==> config.mk <==
export PLATFORM = sky130hd
export DESIGN_NAME = pid_controller_step_unit
export DESIGN_NICKNAME = d
export VERILOG_FILES = /design/src/hdl/pid_pkg.sv /design/src/hdl/pid_controller_step_unit.sv
export SDC_FILE = /design/constraint.sdc
export NUM_CORES = 2
export LEC_CHECK = 0
export ABC_AREA = 1
export BUFFER_PORTS_ARGS = -buffer_cell sky130_fd_sc_hd__buf_4
export CORE_UTILIZATION = 35
export CTS_CLUSTER_SIZE = 24
export DETAILED_ROUTE_END_ITERATION = 16
export PLACE_DENSITY = 0.52
export SLEW_MARGIN = 20
export SYNTH_ARGS = -nofsm -noshare
export SYNTH_HDL_FRONTEND = slang
export SYNTH_SLANG_ARGS = --single-unit
==> constraint.sdc <==
create_clock -name clk_i -period 8.3 [get_ports clk_i]
set_input_delay 1.66 -clock clk_i [delete_from_list [all_inputs] [get_ports clk_i]]
set_output_delay 1.66 -clock clk_i [all_outputs]
set_load 0.03 [all_outputs]
==> src/hdl/pid_pkg.sv <==
// ----------------------------------------------------------------------------
// pid_pkg
// Shared widths, register indexes and helpers for the fixed-point PID step.
// ----------------------------------------------------------------------------
package pid_pkg;

  localparam int unsigned DataW    = 16;
  localparam int unsigned ErrW     = 17;
  localparam int unsigned IntegW   = 32;
  localparam int unsigned CfgAddrW = 3;
  localparam int unsigned CfgDataW = 64;
  localparam int unsigned MulAW    = 36;
  localparam int unsigned MulBW    = 18;
  localparam int unsigned ProdW    = MulAW + MulBW;
  localparam int unsigned DivNumW  = 33;
  localparam int unsigned DivCntW  = 6;

  typedef enum logic [CfgAddrW-1:0] {
    REG_MODE_SELECT      = 3'd0,
    REG_GAIN_PROP        = 3'd1,
    REG_GAIN_INTEG       = 3'd2,
    REG_GAIN_DERIV       = 3'd3,
    REG_INTEGRAL_BOUNDS  = 3'd4,
    REG_OUTPUT_BOUNDS    = 3'd5,
    REG_OUTPUT_SHAPING   = 3'd6,
    REG_INTEGRAL_SHAPING = 3'd7
  } cfg_reg_e;

  typedef enum logic [1:0] {
    IMODE_OFF  = 2'd0,
    IMODE_NORM = 2'd1,
    IMODE_NONL = 2'd2,
    IMODE_SEP  = 2'd3
  } imode_e;

  typedef enum logic [1:0] {
    DMODE_OFF  = 2'd0,
    DMODE_ERR  = 2'd1,
    DMODE_MEAS = 2'd2,
    DMODE_FILT = 2'd3
  } dmode_e;

  // saturate to signed 32 bits
  function automatic logic signed [31:0] sat32(input logic signed [51:0] x);
    logic signed [51:0] hi;
    logic signed [51:0] lo;
    hi = 52'sh7FFFFFFF;
    lo = -52'sh80000000;
    if (x > hi) begin
      return 32'sh7FFFFFFF;
    end else if (x < lo) begin
      return 32'sh80000000;
    end else begin
      return x[31:0];
    end
  endfunction

endpackage

==> src/hdl/pid_controller_step_unit.sv <==
// ----------------------------------------------------------------------------
// pid_controller_step_unit
// Positional PID step: one shared multiplier and a restoring divider under a
// small sequencer turn each (setpoint, measured) word into one drive word.
// ----------------------------------------------------------------------------
// sequencing: each accepted word walks every product through the single
//   multiplier, and in nonlinear integral mode with a nonzero integral gain
//   through the bit-serial divider; the filtered derivative adds a step.
//   A new word is accepted only in the idle state, after the previous drive
//   word has been loaded into the output register, so a held output stalls it.
// reset: asynchronous, clears registers, history and integral to zero
module pid_controller_step_unit
  import pid_pkg::*;
(
  input  logic                clk_i,
  input  logic                rst_ni,
  input  logic                cfg_we_i,
  input  logic [CfgAddrW-1:0] cfg_addr_i,
  input  logic [CfgDataW-1:0] cfg_wdata_i,
  input  logic                s_axis_tvalid,
  output logic                s_axis_tready,
  input  logic [31:0]         s_axis_tdata,   // setpoint[15:0], measured[31:16]
  output logic                m_axis_tvalid,
  input  logic                m_axis_tready,
  output logic [15:0]         m_axis_tdata    // drive[15:0]
);

  typedef enum logic [3:0] {
    S_IDLE, S_PM, S_NM, S_DI, S_DV, S_IU, S_IM, S_DM, S_DF, S_DG, S_SU, S_OUT
  } state_e;

  state_e state_q;

  logic [4:0]  mode_q;
  logic signed [15:0] kp_q, ki_q, kd_q;
  logic [63:0] ibnd_q;
  logic [31:0] obnd_q, oshp_q;
  logic [47:0] ishp_q;

  logic signed [ErrW-1:0]   last_err_q, e_q;
  logic signed [DataW-1:0]  last_ms_q;
  logic signed [IntegW-1:0] isum_q;
  logic signed [31:0]       deriv_q;
  logic signed [17:0]       de_q, dm_q;
  logic signed [32:0]       pterm_q;
  logic signed [39:0]       iterm_q;
  logic signed [33:0]       p1_q;
  logic signed [ProdW-1:0]  prod_q;
  logic [DivNumW-1:0]       quo_q, den_q;
  logic [DivNumW:0]         rem_q;
  logic [DivCntW-1:0]       cnt_q;
  logic [15:0]              res_q;
  logic                     ov_q;
  logic [15:0]              odata_q;

  imode_e imode;
  dmode_e dmode;
  logic signed [ErrW-1:0]  sp_e, ms_e, e_in;
  logic [ErrW-1:0]         abs_e;
  logic signed [MulAW-1:0] mul_a;
  logic signed [MulBW-1:0] mul_b;
  logic [DivNumW:0]        rem_sh;
  logic                    div_ge;
  logic signed [33:0]      integ, inc, imax, imin;
  logic signed [34:0]      fdiff;
  logic signed [51:0]      fsum;
  logic signed [42:0]      sum_a, sum_b, omax, omin, offs, sum_t;
  logic                    accept;

  assign imode = imode_e'(mode_q[2:1]);
  assign dmode = dmode_e'(mode_q[4:3]);
  assign sp_e  = ErrW'($signed(s_axis_tdata[15:0]));
  assign ms_e  = ErrW'($signed(s_axis_tdata[31:16]));
  assign e_in  = sp_e - ms_e;
  assign abs_e = e_q[ErrW-1] ? ErrW'(-e_q) : e_q;
  assign accept = s_axis_tvalid && s_axis_tready;
  assign s_axis_tready = (state_q == S_IDLE);
  assign m_axis_tvalid = ov_q;
  assign m_axis_tdata  = odata_q;

  // shared multiplier operand select
  always_comb begin
    mul_a = '0;
    mul_b = '0;
    fdiff = 35'(deriv_q) - 35'($signed(prod_q[33:0]));
    case (state_q)
      S_PM: begin mul_a = MulAW'(e_q);           mul_b = MulBW'(kp_q); end
      S_NM: begin mul_a = MulAW'({1'b0, abs_e}); mul_b = MulBW'({2'b0, ishp_q[47:32]}); end
      S_IM: begin mul_a = MulAW'(isum_q);        mul_b = MulBW'(ki_q); end
      S_DM: begin
        mul_a = (dmode == DMODE_MEAS) ? MulAW'(dm_q) : MulAW'(de_q);
        mul_b = MulBW'(kd_q);
      end
      S_DF: begin mul_a = MulAW'(fdiff);         mul_b = MulBW'({2'b0, ishp_q[15:0]}); end
      default: begin mul_a = '0; mul_b = '0; end
    endcase
  end

  assign rem_sh = {rem_q[DivNumW-1:0], quo_q[DivNumW-1]};
  assign div_ge = rem_sh >= {1'b0, den_q};

  // integral update
  always_comb begin
    imax = 34'($signed(ibnd_q[63:32]));
    imin = 34'($signed(ibnd_q[31:0]));
    case (imode)
      IMODE_NONL: inc = e_q[ErrW-1] ? -$signed({1'b0, quo_q}) : $signed({1'b0, quo_q});
      default:    inc = 34'(e_q) <<< 8;
    endcase
    integ = 34'(isum_q) + inc;
    if (imode == IMODE_OFF || ki_q == 16'sd0) begin
      integ = '0;
    end else if (imode == IMODE_SEP && abs_e > {1'b0, ishp_q[31:16]}) begin
      integ = '0;
    end
    if (integ > imax) integ = imax;
    if (integ < imin) integ = imin;
  end

  assign fsum = (52'(p1_q) <<< 16) + 52'($signed(prod_q[50:0]));

  // output sum
  always_comb begin
    omax  = 43'($signed(obnd_q[31:16])) <<< 8;
    omin  = 43'($signed(obnd_q[15:0])) <<< 8;
    offs  = 43'({oshp_q[31:16], 8'b0});
    sum_a = 43'(pterm_q) + 43'(iterm_q) + 43'(deriv_q);
    if (sum_a > 43'sd0) sum_b = sum_a + offs;
    else if (sum_a < 43'sd0) sum_b = sum_a - offs;
    else sum_b = sum_a;
    if (sum_b > omax) sum_b = omax;
    if (sum_b < omin) sum_b = omin;
    sum_t = sum_b[42] ? ((sum_b + 43'sd255) >>> 8) : (sum_b >>> 8);
  end

  always_ff @(posedge clk_i or negedge rst_ni) begin
    if (!rst_ni) begin
      state_q    <= S_IDLE;
      mode_q     <= '0;
      kp_q       <= '0;
      ki_q       <= '0;
      kd_q       <= '0;
      ibnd_q     <= '0;
      obnd_q     <= '0;
      oshp_q     <= '0;
      ishp_q     <= '0;
      last_err_q <= '0;
      last_ms_q  <= '0;
      isum_q     <= '0;
      deriv_q    <= '0;
      ov_q       <= 1'b0;
      cnt_q      <= '0;
      e_q        <= '0;
      de_q       <= '0;
      dm_q       <= '0;
      pterm_q    <= '0;
      iterm_q    <= '0;
      p1_q       <= '0;
      prod_q     <= '0;
      quo_q      <= '0;
      den_q      <= '0;
      rem_q      <= '0;
      res_q      <= '0;
      odata_q    <= '0;
    end else begin
      prod_q <= ProdW'(mul_a) * ProdW'(mul_b);
      if (cfg_we_i) begin
        case (cfg_reg_e'(cfg_addr_i))
          REG_MODE_SELECT:      mode_q <= cfg_wdata_i[4:0];
          REG_GAIN_PROP:        kp_q   <= cfg_wdata_i[15:0];
          REG_GAIN_INTEG:       ki_q   <= cfg_wdata_i[15:0];
          REG_GAIN_DERIV:       kd_q   <= cfg_wdata_i[15:0];
          REG_INTEGRAL_BOUNDS:  ibnd_q <= cfg_wdata_i;
          REG_OUTPUT_BOUNDS:    obnd_q <= cfg_wdata_i[31:0];
          REG_OUTPUT_SHAPING:   oshp_q <= cfg_wdata_i[31:0];
          REG_INTEGRAL_SHAPING: ishp_q <= cfg_wdata_i[47:0];
          default: ;
        endcase
      end
      if (ov_q && m_axis_tready && state_q != S_OUT) ov_q <= 1'b0;
      case (state_q)
        S_IDLE: begin
          if (accept) begin
            e_q        <= e_in;
            de_q       <= 18'(e_in) - 18'(last_err_q);
            dm_q       <= 18'(last_ms_q) - 18'($signed(s_axis_tdata[31:16]));
            last_err_q <= e_in;
            last_ms_q  <= s_axis_tdata[31:16];
            state_q    <= S_PM;
          end
        end
        S_PM: state_q <= S_NM;
        S_NM: begin
          pterm_q <= mode_q[0] ? prod_q[32:0] : '0;
          state_q <= S_DI;
        end
        S_DI: begin
          if (imode == IMODE_NONL && ki_q != 16'sd0) begin
            den_q   <= prod_q[DivNumW-1:0] + DivNumW'(256);
            rem_q   <= '0;
            quo_q   <= {abs_e, 16'b0};
            cnt_q   <= DivCntW'(DivNumW);
            state_q <= S_DV;
          end else begin
            state_q <= S_IU;
          end
        end
        S_DV: begin
          rem_q   <= div_ge ? (rem_sh - {1'b0, den_q}) : rem_sh;
          quo_q   <= {quo_q[DivNumW-2:0], div_ge};
          cnt_q   <= cnt_q - 1'b1;
          if (cnt_q == DivCntW'(1)) state_q <= S_IU;
        end
        S_IU: begin
          isum_q  <= integ[IntegW-1:0];
          state_q <= S_IM;
        end
        S_IM: state_q <= S_DM;
        S_DM: begin
          iterm_q <= prod_q[47:8];
          state_q <= S_DF;
        end
        S_DF: begin
          p1_q <= prod_q[33:0];
          if (dmode == DMODE_OFF || kd_q == 16'sd0) begin
            deriv_q <= '0;
            state_q <= S_SU;
          end else if (dmode == DMODE_FILT) begin
            state_q <= S_DG;
          end else begin
            deriv_q <= sat32(52'($signed(prod_q[33:0])));
            state_q <= S_SU;
          end
        end
        S_DG: begin
          deriv_q <= sat32(fsum >>> 16);
          state_q <= S_SU;
        end
        S_SU: begin
          res_q   <= (abs_e < {1'b0, oshp_q[15:0]}) ? 16'd0 : sum_t[15:0];
          state_q <= S_OUT;
        end
        S_OUT: begin
          if (!ov_q || m_axis_tready) begin
            odata_q <= res_q;
            ov_q    <= 1'b1;
            state_q <= S_IDLE;
          end
        end
        default: state_q <= S_IDLE;
      endcase
    end
  end

  a_div_cnt: assert property (@(posedge clk_i) disable iff (!rst_ni)
    state_q == S_DV |-> cnt_q != '0)
    else $error("divider running with empty count");

  a_isum_bound: assert property (@(posedge clk_i) disable iff (!rst_ni)
    state_q == S_IM |-> (isum_q <= $signed(ibnd_q[63:32]) || isum_q == $signed(ibnd_q[31:0])))
    else $error("integral outside its bounds");

  a_quo_range: assert property (@(posedge clk_i) disable iff (!rst_ni)
    (state_q == S_IU && imode == IMODE_NONL && ki_q != 16'sd0) |-> quo_q[DivNumW-1:25] == '0)
    else $error("nonlinear increment too large");

  a_deriv_off: assert property (@(posedge clk_i) disable iff (!rst_ni)
    (state_q == S_SU && (dmode == DMODE_OFF || kd_q == 16'sd0)) |-> deriv_q == '0)
    else $error("derivative term not cleared");

endmodule

==> impl_results.md <==
* Worst EP required at slightly below 9 ns
* Cell variety after synth at 74
* Total gr overflow at 0
* MaxCap Viol Count at 0
* RSZ-0062 raised after global routing: yes
* Drt initial violations at between 4,000 and 5,000
* Pin count of the biggest net entering global routing at around 150
* Post-synth ARST share at 1.000
* Vias per cell at around 5
* DRC violations left at 0
* # setup viols final at 61
* Detail Placement HPWL at 216,900 um
* Port buffer count at ~120
* Setup Crit Path Kind: flip-flop to flip-flop
* Routed length per instance at 20.79 um
* Worst-Margin Slew at around 1.1 ns
* Vias post-DR at around 65,000
* Yosys top cell by area: dfrtp_1
* Die area at around 200,000 um2
* Multi-input gate area at around 48,000 um2
* Clk root buf: clkbuf_16
* Dpl ws at -1.712 ns
* Final hold vios at 0
* Final ANT Viol Nets at 0
* Vias in the first global route at roughly 66,000
* Hold Path Class: flip-flop to flip-flop
* Crit start category: flip-flop
* Synth warnings at 0
* Most common cell after layout, fill and taps aside: nand2_1
* GP Congestion at 0.9624
* CTS tree: yes
* CTS sink count at between 600 and 700
* CP max stage delay at 0.42 ns
* Mapped Cells at between 8,000 and 9,000
* Clk_skew at roughly 0.04 ns
* Reg2reg setup slack at -0.77 ns
* Global-route wire length before repair at roughly 400,000 um
* Register area at roughly 17,000 um2
* Fmax at 110.3 MHz
* Syn_nets at 10,180
* # IOs at roughly 120
* Placed cell areas at between 80,000 and 90,000 um2
* Dpl cells at 12,630
* Critical path capture point type: flip-flop
* Die extent in y at 443.9 um
* Num CTS Buffers at 83
* Synth Flop Type: dfrtp_1
* Synth top area share at 0.2420
* Worst skew pair latency at 0.72 ns
* Status: complete, but fails checks
* Initial Util at 0.3538
* Mapped Avg Cell Area at around 7.7 um2
* Max-slew violations at 0
* Worst-path maximum fanout at 7
* Crit path DAT at 9.64 ns
* H-tree lvl count at 3
* CP max-delay cell: fa_1
* Synth Register Bits at roughly 660
* Gr usage total at 0.2694
* Slew margin rel. at 0.2390
* Final nets at between 10,000 and 15,000
* Drt first pass iters at 6
* Core ar. at 193,200 um2
* Reg clk slew, reported paths at about 0.06 ns
* CTS max path bufs at 3
* DRT Wirelength at 268,900 um
* Most frequent cells in the layout: nand2_1 (1,953), buf_4 (1,536), inv_1 (1,489), dfrtp_1 (659), o21ai_0 (604)
* Post-Syn Area at 68,360 um2
* Sequential share of the synthesized area at 0.2420
* EDFF count, synth at 0
* Worst setup margin at -0.7667 ns
* Chip width at 443.9 um
* Final min period at ~9 ns
* Crit share post-route at 1.092
* Initial antenna violation count at 6
* Post-route cell area at between 90,000 and 100,000 um2
* Finished Layout Cells at ~13,000
* Share of cells above drive strength 1 at 0.2483
* FP Rows at approximately 160
* Synth top area cells: dfrtp_1 (24%), fa_1 (19%), nand2_1 (11%)
* Area delta synth->final at 32.10%
* FILL cells at between 15,000 and 20,000
* Failing checks: setup timing
[layer usage]
layer / global-route usage / wire, um / vias up
met5: 0 / 11 / -
met4: 0.1092 / 12460 / 2
met1: 0.3707 / 121000 / 32110
li1: - / - / 31070
met3: 0.03208 / 14340 / 400
met2: 0.4296 / 121000 / 1784
[per-stage QoR]
stage / utilization / TNS (ns) / hold WS (ns)
6_report: 0.4674 / -30.17 / 0.4731
5_1_grt: 0.4674 / -62.69 / 0.4996
4_1_cts: 0.4552 / -20.30 / 0.4817
3_5_place_dp: 0.4280 / -86.73 / 0.4674
3_3_place_gp: 0.4280 / -84.47 / 0.4601
2_1_floorplan: - / -0.09391 / 0.4450
[path summary, 6_finish.rpt]
path / depth (start not counted) / from / endpoint
hold reg to reg: 2 / res_q[12] / res_q[12]
hold / removal: 2 / res_q[12] / res_q[12]
min in group asynchronous: 1 / rst_ni / ibnd_q[39]
max in group asynchronous: 2 / rst_ni / deriv_q[20]
setup / recovery: 59 / pterm_q[1] / res_q[8]
setup reg to reg: 59 / pterm_q[1] / res_q[8]
[cells in the mapped netlist, drive strengths merged, types with 20 or more instances]
cell type / count
ha: 552
o2111ai: 28
o22ai: 35
fa: 637
clkbuf: 261
a21boi: 27
buf: 30
a21o: 20
nand2: 2120
o211ai: 25
xor2: 180
nor4: 33
nand4: 77
a21oi: 570
o21ai: 745
nor2: 607
a31oi: 23
o21bai: 27
o221ai: 20
nand3: 276
nor3: 79
o31ai: 23
a221oi: 24
inv: 1573
dfrtp: 661
or2: 23
mux2: 22
xnor2: 90
[cells by family (layout without fill, tap and decap cells)]
family,after synthesis,count (layout),share of synthesized area
AND/OR/NAND/NOR,3248,3248,0.1967
buffers and inverters,1880,3396,0.1044
AO/OA/AOI/OAI,1617,1618,0.1309
adder cells (fa/ha/maj),1189,1189,0.2876
flip-flops,661,661,0.2420
XOR/XNOR,270,270,0.03487
multiplexers,22,22,0.003624
other,0,3,0
[repair_timing]
action,CTS,global route
resized for setup,406,463
pin swaps,119,331
hold buffers,0,0
buffers inserted,87,72
endpoints found under the setup margin,77,74
gates cloned,8,2
endpoints found under the hold margin,0,0
[critical path, delay by kind of cell, from the launching register on]
kind	cells	cell delay (ns)
simple gates	30	3.82
fa+ha+maj	6	1.82
buf+inv	14	1.51
flops	1	0.36
xor+xnor	2	0.41
compound gates	7	0.97
[registers in the layout, summed over array words and instances (netlist names), 32 cells and up]
| signal | count |
|---|---|
| den_q | 33 |
| deriv_q | 32 |
| ibnd_q | 64 |
| ishp_q | 48 |
| isum_q | 32 |
| iterm_q | 40 |
| obnd_q | 32 |
| oshp_q | 32 |
| p1_q | 34 |
| prod_q | 51 |
| pterm_q | 33 |
| quo_q | 33 |
| rem_q | 33 |
[cell type report]
cell class / instances / share of cell area
inverters: 1589 / 0.06647
diodes: 3 / 0.00008314
multi-input cells: 6347 / 0.5327
well taps: 2526 / 0.03500
repair buffers: 1656 / 0.1504
clock inverters: 40 / 0.006443
clock buffers: 111 / 0.02573
flip-flops and latches: 661 / 0.1832
Power is not shown: default switching activity piles up to over one toggle a cycle in this logic, so the estimate is an artifact.
